`config.mk`:
```
export PLATFORM = sky130hd
export DESIGN_NAME = nfsa_scan
export DESIGN_NICKNAME = d
export VERILOG_FILES = /design/src/rtl/nfsa_pkg.sv /design/src/rtl/nfsa_scan.sv
export SDC_FILE = /design/constraint.sdc
export NUM_CORES = 1
export LEC_CHECK = 0
export BUFFER_PORTS_ARGS = -buffer_cell sky130_fd_sc_hd__buf_2
export CAP_MARGIN = 20
export CORE_ASPECT_RATIO = 1.1
export CORE_MARGIN = 2
export CORE_UTILIZATION = 58
export DETAILED_ROUTE_END_ITERATION = 12
export PLACE_DENSITY_LB_ADDON = 0.15
export SLEW_MARGIN = 10
export SYNTH_ARGS = -nofsm -noshare
export SYNTH_HDL_FRONTEND = slang
export SYNTH_SLANG_ARGS = --single-unit
```
`constraint.sdc`:
```
create_clock -name vclk -period 9.1
set_clock_uncertainty 0.05 [all_clocks]
set_input_delay 1.365 -clock vclk [all_inputs]
set_output_delay 1.365 -clock vclk [all_outputs]
set_load 0.1 [all_outputs]
```
`src/rtl/nfsa_pkg.sv`:
```
// Shared types and constants of the next-fit slot allocator.
`default_nettype none

package nfsa_pkg;

    // Live-map word width and the bits that address a slot inside a word.
    localparam int WORD_W = 64;
    localparam int BIT_W = 6;

    localparam int COUNT_W = 13;
    localparam int INDEX_W = 12;
    localparam int BYTES_W = 32;
    localparam int TOTAL_BYTES_W = 44;

    localparam int CFG_IDX_W = 8;
    localparam int CFG_DATA_W = 32;

    localparam logic [CFG_IDX_W-1:0] CFG_SLOT_COUNT = 8'd0;
    localparam logic [CFG_IDX_W-1:0] CFG_SLOT_BYTES = 8'd1;

    localparam logic [COUNT_W-1:0] SLOT_COUNT_RESET = 13'd4096;
    localparam logic [BYTES_W-1:0] SLOT_BYTES_RESET = 32'd1;

    typedef enum logic {
        OP_ALLOC   = 1'b0,
        OP_RELEASE = 1'b1
    } op_t;

    typedef enum logic [1:0] {
        ST_ALLOCATED = 2'd0,
        ST_FULL      = 2'd1,
        ST_RELEASED  = 2'd2,
        ST_IGNORED   = 2'd3
    } status_t;

    typedef struct packed {
        op_t                op;
        logic [INDEX_W-1:0] slot_index;
    } req_t;

    typedef struct packed {
        status_t                  status;
        logic [INDEX_W-1:0]       granted_slot;
        logic [COUNT_W-1:0]       live_slots;
        logic [TOTAL_BYTES_W-1:0] live_bytes;
    } rsp_t;

    // Outcome of searching one live-map word for a free slot.
    typedef struct packed {
        logic             found;
        logic [BIT_W-1:0] bit_pos;
    } scan_res_t;

endpackage

`default_nettype wire

```
`src/rtl/nfsa_scan.sv`:
```
// Search of one live-map word for the lowest free slot inside a slot range.
`default_nettype none

module nfsa_scan #(
    parameter int PW = 12
) (
    input  wire logic [nfsa_pkg::WORD_W-1:0]   word_bits,
    input  wire logic [PW-nfsa_pkg::BIT_W-1:0] word_addr,
    input  wire logic [PW-1:0]                 lo,
    input  wire logic [PW-1:0]                 last,
    output nfsa_pkg::scan_res_t                res
);

    localparam int WORD_W = nfsa_pkg::WORD_W;
    localparam int BIT_W = nfsa_pkg::BIT_W;

    logic [WORD_W-1:0] lo_mask;
    logic [WORD_W-1:0] hi_mask;
    logic [WORD_W-1:0] avail;

    // The word being searched never lies below the word of lo or above the word of last.
    always_comb
    begin
        lo_mask = {WORD_W{1'b1}};
        hi_mask = {WORD_W{1'b1}};
        if (word_addr == lo[PW-1:BIT_W])
        begin
            lo_mask = {WORD_W{1'b1}} << lo[BIT_W-1:0];
        end
        if (word_addr == last[PW-1:BIT_W])
        begin
            hi_mask = {WORD_W{1'b1}} >> (BIT_W'(WORD_W - 1) - last[BIT_W-1:0]);
        end
        avail = ~word_bits & lo_mask & hi_mask;
    end

    // Priority encoder: the lowest free bit wins.
    always_comb
    begin
        res.found = 1'b0;
        res.bit_pos = '0;
        for (int i = WORD_W - 1; i >= 0; i--)
        begin
            if (avail[i])
            begin
                res.found = 1'b1;
                res.bit_pos = BIT_W'(i);
            end
        end
    end

endmodule

`default_nettype wire

```
==> qor.csv <==
stage;metric;value;unit
outcome;status;complete, but fails checks;
outcome;failing checks;design-rule violations;
placement;IO Port Bufs;101;
drt;vias;4903;
finish;num sequential;0;
cts;postcts setup bufs;0;
drt;ANT nets after route;0;
cts;number of gates resized after CTS;0;
drt;Avg WL per Cell;23.10;microns
timing;Final Critical Period;6.410;ns
timing;Final Setup Violations;0;
floorplanning;IO Pins;101;
synth;Mapped Area;3005;sq um
timing;unrepaired setup endpoints after global routing;no;
power;Worst VDD drop;0.05262;mV
synth;Post-Synthesis Cells;508;
floorplanning;chip height;79.50;microns
timing;Hold Vio Cnt, Final;0;
drt;TritonRoute pass-1 iters;13;
finish;Layout Utilization;68.59;%
timing;setup TNS;0;ns
global_routing;GRT Total Usage;49.60;%
critical_path;WS Path Type;input port to output port;
worst_hold_path;hold endpoint;res[0];
finish;Final nets;669;
power;PD cells;49.76;nW/um^2
critical_path;Crit Path Max Fanout;22;
finish;ant diodes;0;
synth;sequential fraction of the synthesis area;0;%
finish;Sequential cell area;0;sq um
floorplanning;Die ar.;5774;sq um
timing;Tcrit/Tclk final;70.44;%
floorplanning;Core ar.;5000;sq um
floorplanning;initial core utilization;60.11;%
critical_path;crit start category;input port;
critical_path;CP endpoint kind;output port;
synth;synth unique cells;71;
worst_hold_path;HP Start;word_bits[0];
finish;area delta synth->final;14.11;%
floorplanning;Placement Rows;27;
finish;share of cells above drive strength 1;24.08;%
worst_hold_path;cell count of the worst hold path;5;
drt;Via density;7.770;
timing;fmax;156.0;MHz
drt;DR iter-0 viols;989;
critical_path;CP required;7.69;ns
finish;most common cell after layout, fill and taps aside;buf_2;
timing;Final Max Tran Viols;0;
placement;Placer Congestion;1.180;
global_routing;first-pass GRT wire length;22580;microns
drt;# DRC;5;
finish;clock buffers;0;
global_routing;GRT Residual Overflow;0;
power;total power;0.0001706;W
power;Leak;1.343;nW
global_routing;vias in the first global route;4374;
global_routing;initial antenna violation count;0;
placement;DP Wirelength;10930;microns
cts;hold_buf cts;0;
synth;syn_area_per_cell;5.916;sq um
drt;Total Routed Length;14580;microns
synth;Synthesized Nets;602;
floorplanning;Chip Width;72.64;microns
global_routing;largest net degree at the start of global routing;30;
timing;worst slew pin tran;1.145;ns
job;max-cap viol count;0;
timing;Slew HR;22.86;%
finish;most frequent cells in the layout;buf_2, nand2_1, o21ai_0;
critical_path;Worst Path Arrival;5.00;ns
worst_hold_path;Hold Crit Class;input port to output port;
synth;Ys Warns;0;
timing;hold slack;3.462;ns
[synthesized netlist by cell type, types with 3 or more instances]
master | n | area [sq um]
a221o_1 | 14 | 140.1
a211oi_1 | 6 | 45.04
inv_1 | 8 | 30.03
or3_1 | 7 | 43.79
a22oi_1 | 3 | 22.52
a21oi_1 | 26 | 130.1
nor4_1 | 5 | 31.28
nand4_1 | 5 | 31.28
nor2b_1 | 6 | 37.54
nor3b_1 | 3 | 22.52
nand2_1 | 76 | 285.3
xor2_1 | 8 | 70.07
nand3_1 | 16 | 80.08
o21bai_1 | 6 | 45.04
o22a_1 | 5 | 43.79
a21boi_0 | 5 | 37.54
a221oi_1 | 5 | 43.79
and2_1 | 11 | 68.82
nor2_1 | 36 | 135.1
o22ai_1 | 3 | 18.77
a21o_1 | 12 | 90.09
a31oi_1 | 41 | 256.5
clkbuf_1 | 20 | 75.07
xnor2_1 | 4 | 35.03
o21ai_0 | 60 | 300.3
or2_2 | 11 | 68.82
nor3_1 | 11 | 55.05
o211ai_1 | 6 | 45.04
a211o_1 | 3 | 26.28
a31o_2 | 7 | 61.31
a221o_2 | 3 | 33.78
o2111ai_1 | 3 | 26.28
buf_2 | 14 | 70.07
nand2b_1 | 5 | 31.28
o31ai_1 | 4 | 30.03
[worst max-delay path by stage]
stage | startpoint | endpoint | slack, ns | cells past startpoint
after detailed placement | word_addr[3] | res[5] | 2.93 | 11
after floorplan | word_addr[1] | res[0] | 2.43 | 10
after global routing | word_addr[2] | res[5] | 2.56 | 11
after global placement | lo[11] | res[5] | 2.97 | 11
after CTS | word_addr[3] | res[5] | 2.92 | 11
final | word_addr[3] | res[5] | 2.69 | 11
[critical path, cell delays in order]
cell	delay, ns
buf_2	0.12
xnor2_1	0.25
and4_1	0.76
nand2_1	0.51
o31ai_1	0.64
nand4_2	0.22
or2_1	0.28
nor3_2	0.16
nand3_1	0.12
nor2b_1	0.12
buf_2	0.43
[routing by layer]
metal | track usage, % | part of all wire [%] | vias up
met5 | 0 | 0 | -
met2 | 76.91 | 42 | 523
li1 | - | - | 2101
met1 | 61.19 | 34 | 2131
met3 | 14.39 | 16 | 148
met4 | 26.11 | 8.3 | 0
[through the flow]
| step | setup WS (ns) | std cells | area [sq um] |
|---|---|---|---|
| 2_1_floorplan | 2.425 | 508 | 3005 |
| 3_3_place_gp | 2.973 | 631 | 3430 |
| 3_5_place_dp | 2.929 | 631 | 3430 |
| 4_1_cts | 2.920 | 631 | 3430 |
| 5_1_grt | 2.565 | 631 | 3430 |
| 6_report | 2.690 | 631 | 3430 |
[power by group]
group | internal (W) | switching, W
clock | 0 | 0
combinational | 0.0000564 | 0.000114
sequential | 0 | 0
total | 0.0000564 | 0.000114
[cells by family after synthesis]
kind of cell              count (synthesis)  synth area share [%]
AOI/OAI and AO/OA                       234                 53.16
and+or+nand+nor                         215                 36.47
buffers and inverters                    47                 6.869
xor gates and xnor gates                 12                 3.497
[cell type report]
cell class | instances | area [sq um]
multi-input combinational | 461 | 2799
fill | 502 | 1570
timing repair buffer | 104 | 528.0
tap | 58 | 72.57
inverter | 8 | 30.03
Power figures use the tool's default switching activity.
